===== src/rtl/bqv_pkg.sv =====
// ----------------------------------------------------------------------------
// bqv_pkg
// Shared types, character codes and decode functions for the bracket and
// quote validator.
// ----------------------------------------------------------------------------
package bqv_pkg;

	localparam int unsigned STACK_DEPTH_DEF = 32;
	localparam int unsigned POS_WIDTH_DEF   = 16;

	localparam int unsigned CHAR_W   = 8;
	localparam int unsigned KIND_W   = 2;
	localparam int unsigned RKIND_W  = 3;
	localparam int unsigned OUTPOS_W = 16;

	localparam logic [CHAR_W-1:0] CH_LPAREN  = 8'h28; // (
	localparam logic [CHAR_W-1:0] CH_RPAREN  = 8'h29; // )
	localparam logic [CHAR_W-1:0] CH_LBRACK  = 8'h5B; // [
	localparam logic [CHAR_W-1:0] CH_RBRACK  = 8'h5D; // ]
	localparam logic [CHAR_W-1:0] CH_LBRACE  = 8'h7B; // {
	localparam logic [CHAR_W-1:0] CH_RBRACE  = 8'h7D; // }
	localparam logic [CHAR_W-1:0] CH_LANGLE  = 8'h3C; // <
	localparam logic [CHAR_W-1:0] CH_RANGLE  = 8'h3E; // >
	localparam logic [CHAR_W-1:0] CH_BSLASH  = 8'h5C; // backslash
	localparam logic [CHAR_W-1:0] CH_SQUOTE  = 8'h27; // '
	localparam logic [CHAR_W-1:0] CH_DQUOTE  = 8'h22; // "
	localparam logic [CHAR_W-1:0] CH_NONE    = 8'h00;

	typedef logic [KIND_W-1:0] br_kind_t;

	localparam br_kind_t BK_PAREN = 2'd0;
	localparam br_kind_t BK_BRACK = 2'd1;
	localparam br_kind_t BK_BRACE = 2'd2;
	localparam br_kind_t BK_ANGLE = 2'd3;

	typedef enum logic [RKIND_W-1:0] {
		RK_UNMATCHED = 3'd0,
		RK_UNCLOSED  = 3'd1,
		RK_SQUOTE    = 3'd2,
		RK_DQUOTE    = 3'd3,
		RK_OVERFLOW  = 3'd4,
		RK_VERDICT   = 3'd5
	} report_kind_t;

	typedef enum logic [1:0] {
		OP_HOLD = 2'd0,
		OP_PUSH = 2'd1,
		OP_POP  = 2'd2
	} stack_op_t;

	typedef enum logic {
		ST_RUN   = 1'b0,
		ST_FLUSH = 1'b1
	} state_t;

	typedef struct packed {
		logic [RKIND_W-1:0]  kind;
		logic [CHAR_W-1:0]   chr;
		logic [OUTPOS_W-1:0] pos;
		logic                ok;
		logic                last;
	} report_t;

	typedef struct packed {
		logic     hit;
		br_kind_t kind;
	} br_dec_t;

	function automatic br_dec_t open_dec(input logic [CHAR_W-1:0] c);
		br_dec_t d;
		d = '{hit: 1'b1, kind: BK_PAREN};
		unique case (c)
			CH_LPAREN: d.kind = BK_PAREN;
			CH_LBRACK: d.kind = BK_BRACK;
			CH_LBRACE: d.kind = BK_BRACE;
			CH_LANGLE: d.kind = BK_ANGLE;
			default:   d.hit  = 1'b0;
		endcase
		return d;
	endfunction

	function automatic br_dec_t close_dec(input logic [CHAR_W-1:0] c);
		br_dec_t d;
		d = '{hit: 1'b1, kind: BK_PAREN};
		unique case (c)
			CH_RPAREN: d.kind = BK_PAREN;
			CH_RBRACK: d.kind = BK_BRACK;
			CH_RBRACE: d.kind = BK_BRACE;
			CH_RANGLE: d.kind = BK_ANGLE;
			default:   d.hit  = 1'b0;
		endcase
		return d;
	endfunction

	function automatic logic [CHAR_W-1:0] open_char(input br_kind_t k);
		logic [CHAR_W-1:0] c;
		unique case (k)
			BK_PAREN: c = CH_LPAREN;
			BK_BRACK: c = CH_LBRACK;
			BK_BRACE: c = CH_LBRACE;
			default:  c = CH_LANGLE;
		endcase
		return c;
	endfunction

endpackage


===== src/rtl/bqv_cell.sv =====
// ----------------------------------------------------------------------------
// bqv_cell
// One stack slot: holds a bracket kind and position, shifts in from the
// slot above on push and from the slot below on pop.
// ----------------------------------------------------------------------------
module bqv_cell #(
	parameter int unsigned POS_WIDTH = bqv_pkg::POS_WIDTH_DEF
) (
	input  logic                    clk,
	input  bqv_pkg::stack_op_t      op,
	input  bqv_pkg::br_kind_t       up_kind,
	input  logic [POS_WIDTH-1:0]    up_pos,
	input  bqv_pkg::br_kind_t       dn_kind,
	input  logic [POS_WIDTH-1:0]    dn_pos,
	output bqv_pkg::br_kind_t       kind,
	output logic [POS_WIDTH-1:0]    pos
);
	import bqv_pkg::*;

	br_kind_t             kind_q;
	logic [POS_WIDTH-1:0] pos_q;

	always_ff @(posedge clk) begin
		case (op)
			OP_PUSH: begin
				kind_q <= up_kind;
				pos_q  <= up_pos;
			end
			OP_POP: begin
				kind_q <= dn_kind;
				pos_q  <= dn_pos;
			end
			default: begin
				kind_q <= kind_q;
				pos_q  <= pos_q;
			end
		endcase
	end

	assign kind = kind_q;
	assign pos  = pos_q;

endmodule


===== src/rtl/bqv_stack.sv =====
// ----------------------------------------------------------------------------
// bqv_stack
// Bracket stack as a row of shifting cells; cell 0 is the top. Keeps the
// fill count that tells which cells hold live entries.
// ----------------------------------------------------------------------------
module bqv_stack #(
	parameter int unsigned STACK_DEPTH = bqv_pkg::STACK_DEPTH_DEF,
	parameter int unsigned POS_WIDTH   = bqv_pkg::POS_WIDTH_DEF
) (
	input  logic                    clk,
	input  logic                    arst_n,
	input  bqv_pkg::stack_op_t      op,
	input  logic                    clear,
	input  bqv_pkg::br_kind_t       push_kind,
	input  logic [POS_WIDTH-1:0]    push_pos,
	output bqv_pkg::br_kind_t       top_kind,
	output logic [POS_WIDTH-1:0]    top_pos,
	output logic                    empty,
	output logic                    full
);
	import bqv_pkg::*;

	localparam int unsigned DEPTH_W = $clog2(STACK_DEPTH + 1);

	br_kind_t             kind_w [STACK_DEPTH];
	logic [POS_WIDTH-1:0] pos_w  [STACK_DEPTH];
	logic [DEPTH_W-1:0]   depth_q;

	for (genvar i = 0; i < STACK_DEPTH; i++) begin : g_cell
		br_kind_t             up_kind, dn_kind;
		logic [POS_WIDTH-1:0] up_pos, dn_pos;

		if (i == 0) begin : g_top
			assign up_kind = push_kind;
			assign up_pos  = push_pos;
		end else begin : g_mid
			assign up_kind = kind_w[i-1];
			assign up_pos  = pos_w[i-1];
		end

		if (i == STACK_DEPTH - 1) begin : g_bot
			assign dn_kind = BK_PAREN;
			assign dn_pos  = '0;
		end else begin : g_inner
			assign dn_kind = kind_w[i+1];
			assign dn_pos  = pos_w[i+1];
		end

		bqv_cell #(
			.POS_WIDTH(POS_WIDTH)
		) u_cell (
			.clk    (clk),
			.op     (op),
			.up_kind(up_kind),
			.up_pos (up_pos),
			.dn_kind(dn_kind),
			.dn_pos (dn_pos),
			.kind   (kind_w[i]),
			.pos    (pos_w[i])
		);
	end

	// Advance the fill count with the cells; clear wins.
	always_ff @(posedge clk or negedge arst_n) begin
		if (!arst_n) begin
			depth_q <= '0;
		end else if (clear) begin
			depth_q <= '0;
		end else begin
			case (op)
				OP_PUSH: depth_q <= depth_q + DEPTH_W'(1);
				OP_POP:  depth_q <= depth_q - DEPTH_W'(1);
				default: depth_q <= depth_q;
			endcase
		end
	end

	assign top_kind = kind_w[0];
	assign top_pos  = pos_w[0];
	assign empty    = (depth_q == '0);
	assign full     = (depth_q == DEPTH_W'(STACK_DEPTH));

endmodule


===== src/rtl/bracket_quote_validator.sv =====
// ----------------------------------------------------------------------------
// bracket_quote_validator
// Streaming bracket and quote checker over a byte-wide text channel.
// ----------------------------------------------------------------------------
// Usage:
//   The byte channel (byte_valid / byte_stall) carries one character per beat
//   with end_of_text on the final character. The report channel
//   (report_valid / report_stall) carries one report per beat; run_last
//   marks the last report caused by one input byte.
//   Throughput is one byte per cycle while the text streams and no report
//   waits on a stalled receiver. A byte that gives an unmatched-closing or
//   overflow report shows it on the report port the cycle after its beat,
//   from an output register. After the end_of_text byte the block walks
//   the stack, one report per open bracket (top first), then one per open
//   quote, then the verdict, during which byte_stall stays high. Each pop
//   shifts the row of stack cells up one slot.
//   When the receiver stalls with a report waiting, byte_stall rises and
//   the block holds all state until the report drains.
//   Reset clears the stack count, quote and escape flags, the position
//   counter and the error flag; the first byte after reset is position 0.
//   After the verdict the block returns to that state for the next text.
// ----------------------------------------------------------------------------
module bracket_quote_validator #(
	parameter int unsigned STACK_DEPTH = bqv_pkg::STACK_DEPTH_DEF,
	parameter int unsigned POS_WIDTH   = bqv_pkg::POS_WIDTH_DEF
) (
	input  logic                            clk,
	input  logic                            arst_n,
	// byte channel
	input  logic                            byte_valid,
	output logic                            byte_stall,
	input  logic [bqv_pkg::CHAR_W-1:0]      text_byte,
	input  logic                            end_of_text,
	// report channel
	output logic                            report_valid,
	input  logic                            report_stall,
	output logic [bqv_pkg::RKIND_W-1:0]     report_kind,
	output logic [bqv_pkg::CHAR_W-1:0]      bracket_char,
	output logic [bqv_pkg::OUTPOS_W-1:0]    char_position,
	output logic                            text_valid,
	output logic                            run_last
);
	import bqv_pkg::*;

	// Run state
	state_t               state_q, state_d;
	logic                 sq_q, dq_q, bs_q, err_q;
	logic [POS_WIDTH-1:0] pos_q;

	// Report register
	logic                 rvalid_q;
	report_t              rep_q, rep_d;
	logic                 rep_load;

	// Stack interface
	stack_op_t            stk_op;
	logic                 stk_clear;
	br_kind_t             top_kind;
	logic [POS_WIDTH-1:0] top_pos;
	logic                 stk_empty, stk_full;

	// Byte decode
	logic                 accept, out_free;
	logic                 is_sq, is_dq, is_bs, sq_hit, dq_hit, br_active;
	br_dec_t              odec, cdec;
	logic                 ovf, mism, push_run, pop_run;
	logic                 sq_next, dq_next;

	// Flush selection
	logic                 fl_bracket, fl_sq, fl_dq, fl_verdict;

	logic [OUTPOS_W-1:0]  pos_out, top_pos_out;

	// Fit the internal position width to the 16-bit report field.
	if (POS_WIDTH >= OUTPOS_W) begin : g_pos_trunc
		assign pos_out     = pos_q[OUTPOS_W-1:0];
		assign top_pos_out = top_pos[OUTPOS_W-1:0];
	end else begin : g_pos_ext
		assign pos_out     = {{(OUTPOS_W-POS_WIDTH){1'b0}}, pos_q};
		assign top_pos_out = {{(OUTPOS_W-POS_WIDTH){1'b0}}, top_pos};
	end

	// The report register frees up when empty or when its beat goes out.
	assign out_free   = !rvalid_q || !report_stall;
	assign byte_stall = (state_q == ST_FLUSH) || (rvalid_q && report_stall);
	assign accept     = byte_valid && !byte_stall;

	// Quote tracking: a quote of the other kind inside a region is text,
	// and an odd backslash run before a quote escapes it.
	assign is_sq     = (text_byte == CH_SQUOTE);
	assign is_dq     = (text_byte == CH_DQUOTE);
	assign is_bs     = (text_byte == CH_BSLASH);
	assign sq_hit    = is_sq && !dq_q;
	assign dq_hit    = is_dq && !sq_q;
	assign sq_next   = sq_q ^ (sq_hit && !bs_q);
	assign dq_next   = dq_q ^ (dq_hit && !bs_q);
	assign br_active = !sq_q && !dq_q && !is_sq && !is_dq;

	// Brackets only count outside quotes.
	assign odec     = open_dec(text_byte);
	assign cdec     = close_dec(text_byte);
	assign ovf      = br_active && odec.hit && stk_full;
	assign push_run = br_active && odec.hit && !stk_full;
	assign mism     = br_active && cdec.hit && (stk_empty || top_kind != cdec.kind);
	assign pop_run  = br_active && cdec.hit && !mism;

	// Flush order: open brackets top down, then single, double, verdict.
	assign fl_bracket = !stk_empty;
	assign fl_sq      = stk_empty && sq_q;
	assign fl_dq      = stk_empty && !sq_q && dq_q;
	assign fl_verdict = stk_empty && !sq_q && !dq_q;

	// Next state
	always_comb begin
		state_d = state_q;
		unique case (state_q)
			ST_RUN: begin
				if (accept && end_of_text) state_d = ST_FLUSH;
			end
			ST_FLUSH: begin
				if (out_free && fl_verdict) state_d = ST_RUN;
			end
			default: state_d = ST_RUN;
		endcase
	end

	// Outputs of the sequencer: stack op and the report to load
	always_comb begin
		stk_op    = OP_HOLD;
		stk_clear = 1'b0;
		rep_load  = 1'b0;
		rep_d     = '{kind: RK_VERDICT, chr: CH_NONE, pos: '0, ok: 1'b0, last: 1'b0};
		unique case (state_q)
			ST_RUN: begin
				if (accept) begin
					if (push_run) stk_op = OP_PUSH;
					else if (pop_run) stk_op = OP_POP;
					if (ovf || mism) begin
						rep_load   = 1'b1;
						rep_d.kind = ovf ? RK_OVERFLOW : RK_UNMATCHED;
						rep_d.chr  = text_byte;
						rep_d.pos  = pos_out;
						rep_d.last = !end_of_text;
					end
				end
			end
			ST_FLUSH: begin
				if (out_free) begin
					rep_load = 1'b1;
					if (fl_bracket) begin
						stk_op     = OP_POP;
						rep_d.kind = RK_UNCLOSED;
						rep_d.chr  = open_char(top_kind);
						rep_d.pos  = top_pos_out;
					end else if (fl_sq) begin
						rep_d.kind = RK_SQUOTE;
					end else if (fl_dq) begin
						rep_d.kind = RK_DQUOTE;
					end else begin
						stk_clear  = 1'b1;
						rep_d.kind = RK_VERDICT;
						rep_d.ok   = !err_q;
						rep_d.last = 1'b1;
					end
				end
			end
			default: begin
				stk_op = OP_HOLD;
			end
		endcase
	end

	always_ff @(posedge clk or negedge arst_n) begin
		if (!arst_n) begin
			state_q <= ST_RUN;
		end else begin
			state_q <= state_d;
		end
	end

	// Advance per-text state on each beat; drop it all after the verdict.
	always_ff @(posedge clk or negedge arst_n) begin
		if (!arst_n) begin
			sq_q  <= 1'b0;
			dq_q  <= 1'b0;
			bs_q  <= 1'b0;
			err_q <= 1'b0;
			pos_q <= '0;
		end else if (accept) begin
			sq_q  <= sq_next;
			dq_q  <= dq_next;
			bs_q  <= is_bs ? !bs_q : 1'b0;
			err_q <= err_q || ovf || mism;
			if (pos_q != {POS_WIDTH{1'b1}}) pos_q <= pos_q + POS_WIDTH'(1);
		end else if (state_q == ST_FLUSH && out_free) begin
			if (fl_verdict) begin
				sq_q  <= 1'b0;
				dq_q  <= 1'b0;
				bs_q  <= 1'b0;
				err_q <= 1'b0;
				pos_q <= '0;
			end else begin
				err_q <= 1'b1;
				if (fl_sq) sq_q <= 1'b0;
				if (fl_dq) dq_q <= 1'b0;
			end
		end
	end

	// Report register: hold while stalled, drop valid once taken.
	always_ff @(posedge clk or negedge arst_n) begin
		if (!arst_n) begin
			rvalid_q <= 1'b0;
		end else if (rep_load) begin
			rvalid_q <= 1'b1;
		end else if (!report_stall) begin
			rvalid_q <= 1'b0;
		end
	end

	always_ff @(posedge clk) begin
		if (rep_load) rep_q <= rep_d;
	end

	bqv_stack #(
		.STACK_DEPTH(STACK_DEPTH),
		.POS_WIDTH  (POS_WIDTH)
	) u_stack (
		.clk      (clk),
		.arst_n   (arst_n),
		.op       (stk_op),
		.clear    (stk_clear),
		.push_kind(odec.kind),
		.push_pos (pos_q),
		.top_kind (top_kind),
		.top_pos  (top_pos),
		.empty    (stk_empty),
		.full     (stk_full)
	);

	assign report_valid  = rvalid_q;
	assign report_kind   = rep_q.kind;
	assign bracket_char  = rep_q.chr;
	assign char_position = rep_q.pos;
	assign text_valid    = rep_q.ok;
	assign run_last      = rep_q.last;

endmodule


===== config.mk =====
export PLATFORM = sky130hd
export DESIGN_NAME = bracket_quote_validator
export DESIGN_NICKNAME = d
export VERILOG_FILES = /design/src/rtl/bqv_pkg.sv /design/src/rtl/bqv_cell.sv /design/src/rtl/bqv_stack.sv /design/src/rtl/bracket_quote_validator.sv
export SDC_FILE = /design/constraint.sdc
export NUM_CORES = 1
export LEC_CHECK = 0
export ABC_AREA = 1
export BUFFER_PORTS_ARGS = -buffer_cell sky130_fd_sc_hd__buf_4
export CAP_MARGIN = 5
export CORE_MARGIN = 2
export CORE_UTILIZATION = 59
export DETAILED_ROUTE_END_ITERATION = 16
export PLACE_DENSITY = 0.72
export SLEW_MARGIN = 20
export SYNTH_ARGS = -nofsm -noshare
export SYNTH_HDL_FRONTEND = slang
export SYNTH_HIERARCHICAL = 1
export SYNTH_SLANG_ARGS = --single-unit

===== constraint.sdc =====
create_clock -name clk -period 5.9 [get_ports clk]
set_input_delay 0.885 -clock clk [delete_from_list [all_inputs] [get_ports clk]]
set_output_delay 0.885 -clock clk [all_outputs]
set_load 0.005 [all_outputs]

Word-level counts from Yosys, hierarchy flattened. Cells that the tools add are included.

Word-level logic and storage cells: 285. Flip-flop bits (word level): 633. Output and inout bits: 31. Input port bits: 13.

Eq/ne operators: 20. Reduce and logical (&&, ||, !) cells: 55. Bitwise operators: 5. Muxes and demuxes: 125. $add $sub $neg: 3.

Operator list (count): one-hot mux 16 bit (2 select lines) (32); one-hot mux 2 bit (2 select lines) (33); two-way mux 16 bit (4); two-way mux 27 bit (2); one-hot mux 27 bit (2 select lines) (1); == test 8 x 6 -> 1 bit, second input constant (6); == test 8 x 7 -> 1 bit, second input constant (5); two-way mux 1 bit (31); two-way mux 29 bit (1); two-way mux 24 bit (1); logical AND 1 bit (22); one-hot mux 7 bit (3 select lines) (1); adder 16 x 1 -> 16 bit, second input constant (1); two-way mux 2 bit (8); != test 16 bit, second input constant (1); zero test 1 bit (12); two-way mux 3 bit (4); one-hot mux 2 bit (3 select lines) (2); one-hot mux 6 bit (2 select lines) (1); nonzero test 3 bit (3); OR reduction 4 bit (2); adder 6 x 1 -> 6 bit, second input constant (1); == test 6 bit, second input constant (1); zero test 6 bit (1); other kinds (15) (32).

Depth between registers and ports, before layout.
Depth in word-level cells: 15. Depth in mapped cells: 22. Depth with buffers taken out: 22.

Cells and area by module. The synthesis kept the hierarchy.

By module, submodules not included: bqv_cell (area an instance 820.8 sq um, sequential area each 540.5 sq um, times used 32, cells each 79); bracket_quote_validator (area an instance 2822.7 sq um, sequential area each 1421.4 sq um, times used 1, cells each 351); bqv_stack (area an instance 506.7 sq um, sequential area each 150.1 sq um, times used 1, cells each 74).

Least setup slack after synthesis. OpenSTA, ideal clock, no wires.

Kind: input-to-reg. Start point: input port text_byte[7] in the netlist's numbering. End point: register u_stack.g_cell[0].u_cell.kind_q[0], enable pin. Stages: 11. Path buffers: 0. Slack: 0.729 ns. Arrival time: 4.799 ns. Cells stage by stage: inv_1 nand2_1 nor2_1 nand2_1 nand2_1 nand2_1 nand2_1 nand3_1 o31ai_1 ha_1 inv_1.

Cells in the longest elaborated chain, start to end: 14. Elaborated cells on any way between the ends: 34. Those cells by class: eq/ne: 13; mux: 7; reduce/logical: 14.

RTL lines: from (decl) (RTL line bracket_quote_validator.sv:32) `input logic [bqv_pkg::CHAR_W-1:0] text_byte,`; parallel branches: the longest is 9 deep, another holds == test 8 x 6 -> 1 bit; two-way mux 2 bit * (RTL line bracket_quote_validator.sv:136) `if (push_run) stk_op = OP_PUSH;`; two-way mux 2 bit * (RTL line bracket_quote_validator.sv:135) `if (accept) begin`; one-hot mux 2 bit (2 select lines) * (RTL line bracket_quote_validator.sv:133) `unique case (state_q)`; named net stk_op[1] (RTL line bracket_quote_validator.sv:56) `stack_op_t stk_op;`; == test 2 x 1 -> 1 bit / == test 2 bit (equally long branches) (RTL line bqv_cell.sv:24) `case (op)`; nonzero test 2 bit (no source line) *; to (signal assigned) (RTL line bqv_cell.sv:26) `kind_q <= up_kind;`; to (signal assigned) (RTL line bqv_cell.sv:30) `kind_q <= dn_kind;`; to (signal assigned) (RTL line bqv_cell.sv:34) `kind_q <= kind_q;`; to (decl) (RTL line bqv_cell.sv:20) `br_kind_t kind_q;`.

Mark *: on every way through the listed nets, which the timed path passes. A chain may end at the register's enable or synchronous reset.

Final worst setup path.
Start point: register rvalid_q (netlist: report_valid). End point: register u_stack.g_cell[31].u_cell.pos_q[3] (data pin).

Cells in the longest elaborated chain, start to end: 8. Elaborated cells on any way between the ends: 12. Those cells by class: eq/ne: 2; mux: 4; reduce/logical: 6.

RTL lines: from (decl) (RTL line bracket_quote_validator.sv:51) `logic rvalid_q;`; from (signal assigned) (RTL line bracket_quote_validator.sv:213) `rvalid_q <= 1'b0;`; from (signal assigned) (RTL line bracket_quote_validator.sv:215) `rvalid_q <= 1'b1;`; from (signal assigned) (RTL line bracket_quote_validator.sv:217) `rvalid_q <= 1'b0;`; logical AND 1 bit (RTL line bracket_quote_validator.sv:85) `assign byte_stall = (state_q == ST_FLUSH) || (rvalid_q && report_stall);`; logical OR 1 bit (RTL line bracket_quote_validator.sv:85); zero test 1 bit (RTL line bracket_quote_validator.sv:86) `assign accept = byte_valid && !byte_stall;`; logical AND 1 bit (RTL line bracket_quote_validator.sv:86); two-way mux 2 bit (RTL line bracket_quote_validator.sv:135); one-hot mux 2 bit (2 select lines) * (RTL line bracket_quote_validator.sv:133); named net stk_op[1] (RTL line bracket_quote_validator.sv:56); == test 2 bit / == test 2 x 1 -> 1 bit (equally long branches) (RTL line bqv_cell.sv:24); one-hot mux 16 bit (2 select lines) * (RTL line bqv_cell.sv:24); to (signal assigned) (RTL line bqv_cell.sv:27) `pos_q <= up_pos;`; to (signal assigned) (RTL line bqv_cell.sv:31) `pos_q <= dn_pos;`; to (signal assigned) (RTL line bqv_cell.sv:35) `pos_q <= pos_q;`; to (decl) (RTL line bqv_cell.sv:21) `logic [POS_WIDTH-1:0] pos_q;`.

Mark *: on every way through the listed nets, which the timed path passes. The rest lies on a longest branch.

==> metrics <==
Initial Util=0.594; via density per instance=5.32; ys async rst share=0.0442; clock latency on the worst-skew pair=0.61 ns; PortBufs=43; DR DRC count=0; number of warnings issued by yosys=6; worst path arrival time=3.90 ns; DP HPWL=42200 um; CTS resizes=0; placed insts=3591; Startpoint Class=register; Mapped Area=0.0296 mm^2; VDD IR max=309 uV; CTS Buffer Depth=3; r2r worst-path depth=12; pwr dens=674 mW/mm^2; reg2reg start=report_valid$_DFFE_PN0P_; CP Data Required Time=6.26 ns; HP Class=in -> async; Mapped Cells=2953; Worst-path clk slew=0.06 ns; Finish-stage setup viols=0; M1 wire length=26900 um; Routed Antenna Nets=0; routability cong.=0.858; CTS Hold Bufs=0; setup ws final=2.36 ns; Worst Path Max Fanout=37; Max Clock Skew=0.0160 ns; Main synth FF type=edfxtp_1; Die Y=228 um; status=finished, final reports clean; synthesized area per cell=10.0 um^2; Vias=19800; Final Cycle Share=0.600; Max Clk Rate=282 MHz; Worst Max-Slew Pin Slew=0.893 ns; Reg-to-Reg End=u_stack/g_cell[31].u_cell/pos[3]$_DFFE_PP_; Max Slew Vio Count=0; WS Path Type=reg -> reg; min Tclk post-route=3.54 ns; drt first pass iters=5; Critical Path Sink Type=register; Power, Total=21.5 mW; total track usage=0.234; wire per inst=16.3 um; Slew Limit Headroom=0.404; Finished Core Util=0.640; MaxCap Viol Count=0; DRT iter0 DRCs=1660; WL final=60500 um; DP Area=0.0298 mm^2; total gr overflow=0; reg-to-reg setup timing slack=2.36 ns; fin cells=3717; initial antenna violation count=0; distinct cell type count after synthesis=37; uppermost routed layer=met4; final hold vios=0; largest net degree at the start of global routing=38; post-route cell area=0.0319 mm^2; nets=3041; Die Wd=228 um; row count=82; Clock Sinks=633; setup_tns=0 ns; vias in the first global route=20000; Root Driver=clkbuf_16; first-pass GRT wire length=99200 um; FILL cells=4042; wire length on met3=3070 um; EDFF count, synth=605; Area Overhead vs Synth=7.85%; metal2 WL=29300 um; core area=0.0499 mm^2; layout cells sized above 1=0.117; H-Tree Depth=3; # IOs=44; Hold WS=0.203 ns; RSZ-0062 raised after global routing=false; sequential element share of the synthesized area=0.638; Setup Buffers After CTS=0; CTS Buf Count=68; CTS tree=built; dpl ws=1.78 ns; P_leak=14.1 nW; # diodes=0; die area=0.0520 mm^2; Synth Register Bits=633
==> routing by layer <==
metal	vias up	global-route usage
met3	95	0.0313
met5	-	0
met4	0	0.0696
met2	496	0.389
li1	9543	-
met1	9625	0.325
==> layout make-up <==
cell class | count | area, um^2 | area share
flip-flops and latches | 633 | 18900 | 0.591
multi-input cells | 2089 | 8890 | 0.279
clock buffers | 88 | 1820 | 0.0570
well taps | 672 | 841 | 0.0263
inverters | 147 | 793 | 0.0249
repair buffers | 50 | 375 | 0.0118
clock inverters | 38 | 328 | 0.0103
==> cells in the final DEF (no fill, tap or decap), types with 2 or more instances in the layout <==
cell type,instances
edfxtp_1,605
clkinvlp_4,2
nand2_2,164
nand3_1,34
xor2_1,9
clkinv_2,8
inv_8,32
nand4_1,7
buf_4,50
nor2_2,3
dfrtp_1,28
nor2_4,3
inv_2,5
bufinv_16,5
o31ai_1,4
nand2_1,1720
nand3_2,2
o21ai_2,3
inv_1,109
nor2_1,36
clkinv_1,18
ha_1,39
a21oi_1,5
inv_6,4
conb_1,19
clkbuf_16,70
o22ai_1,5
o21ai_0,16
clkbuf_1,18
nor3_1,9
==> Yosys cell counts (2+ instances only) <==
cell type  number  area, um^2
inv_8          32         360
nand3_2         2        20.0
nor2_1         36         135
o22ai_1         5        31.3
ha_1           39         488
o31ai_1         5        37.5
nor3_1         10        50.1
inv_1         109         409
buf_4          32         240
buf_8          32         480
nand2_1      1720        6460
buf_6          35         394
inv_2           5        18.8
o21ai_2         3        26.3
nand2_2       164        1030
nor2_4          3        33.8
xor2_1          9        78.8
a21oi_1         5        25.0
nand4_1         7        43.8
nor2_2          3        18.8
nand3_1        34         170
o21ai_0        16        80.1
edfxtp_1      605       18200
conb_1          2        7.51
dfrtp_1        28         701
==> power breakdown <==
| group | internal, mW | switching, mW | total (mW) |
|---|---|---|---|
| Clock | 2.41 | 1.75 | 4.15 |
| Sequential | 8.88 | 1.58 | 10.5 |
| Combinational | 2.04 | 4.85 | 6.90 |
==> worst max path at each step <==
stage,endpoint,start,slack (ns)
after detailed placement,u_stack/g_cell[20].u_cell/pos[9]$_DFFE_PP_,report_stall,1.78
after global routing,u_stack/g_cell[20].u_cell/pos[9]$_DFFE_PP_,report_valid$_DFFE_PN0P_,2.02
after floorplan,u_stack/g_cell[0].u_cell/kind[0]$_DFFE_PP_,text_byte[7],0.73
after global placement,u_stack/g_cell[31].u_cell/pos[4]$_DFFE_PP_,report_stall,1.88
after CTS,u_stack/g_cell[31].u_cell/pos[3]$_DFFE_PP_,report_valid$_DFFE_PN0P_,2.36
final,u_stack/g_cell[31].u_cell/pos[3]$_DFFE_PP_,report_valid$_DFFE_PN0P_,2.36
==> logic make-up after synthesis <==
logic type               Yosys count  synth area share
AND/OR/NAND/NOR                 1984             0.270
flip-flops                       633             0.638
buffers and inverters            248            0.0648
adder cells (fa/ha/maj)           39            0.0165
AO/OA/AOI/OAI                     37           0.00757
XOR/XNOR                          10           0.00296
other                              2          0.000254
==> state kept, by name, summed over array words and instances, names as in the netlist, 3 cells and up <==
name,cells
u_stack/depth_q,6
pos_out,16
report_kind,3
char_position,16
u_stack/g_cell.u_cell/pos,512
bracket_char,8
u_stack/g_cell.u_cell/kind,64
==> critical path, cell delays in order, from the launching register on <==
cell     delay (ns)
dfrtp_1        0.40
nand2_2        0.10
inv_1          0.07
nor2_1         0.21
inv_1          0.17
nor2_4         0.38
inv_1          0.19
o31ai_4        0.08
buf_4          0.47
ha_1           0.85
inv_8          0.16
nand2_1        0.13
nand2_1        0.05
No activity file was read; power rests on OpenSTA's default activity.
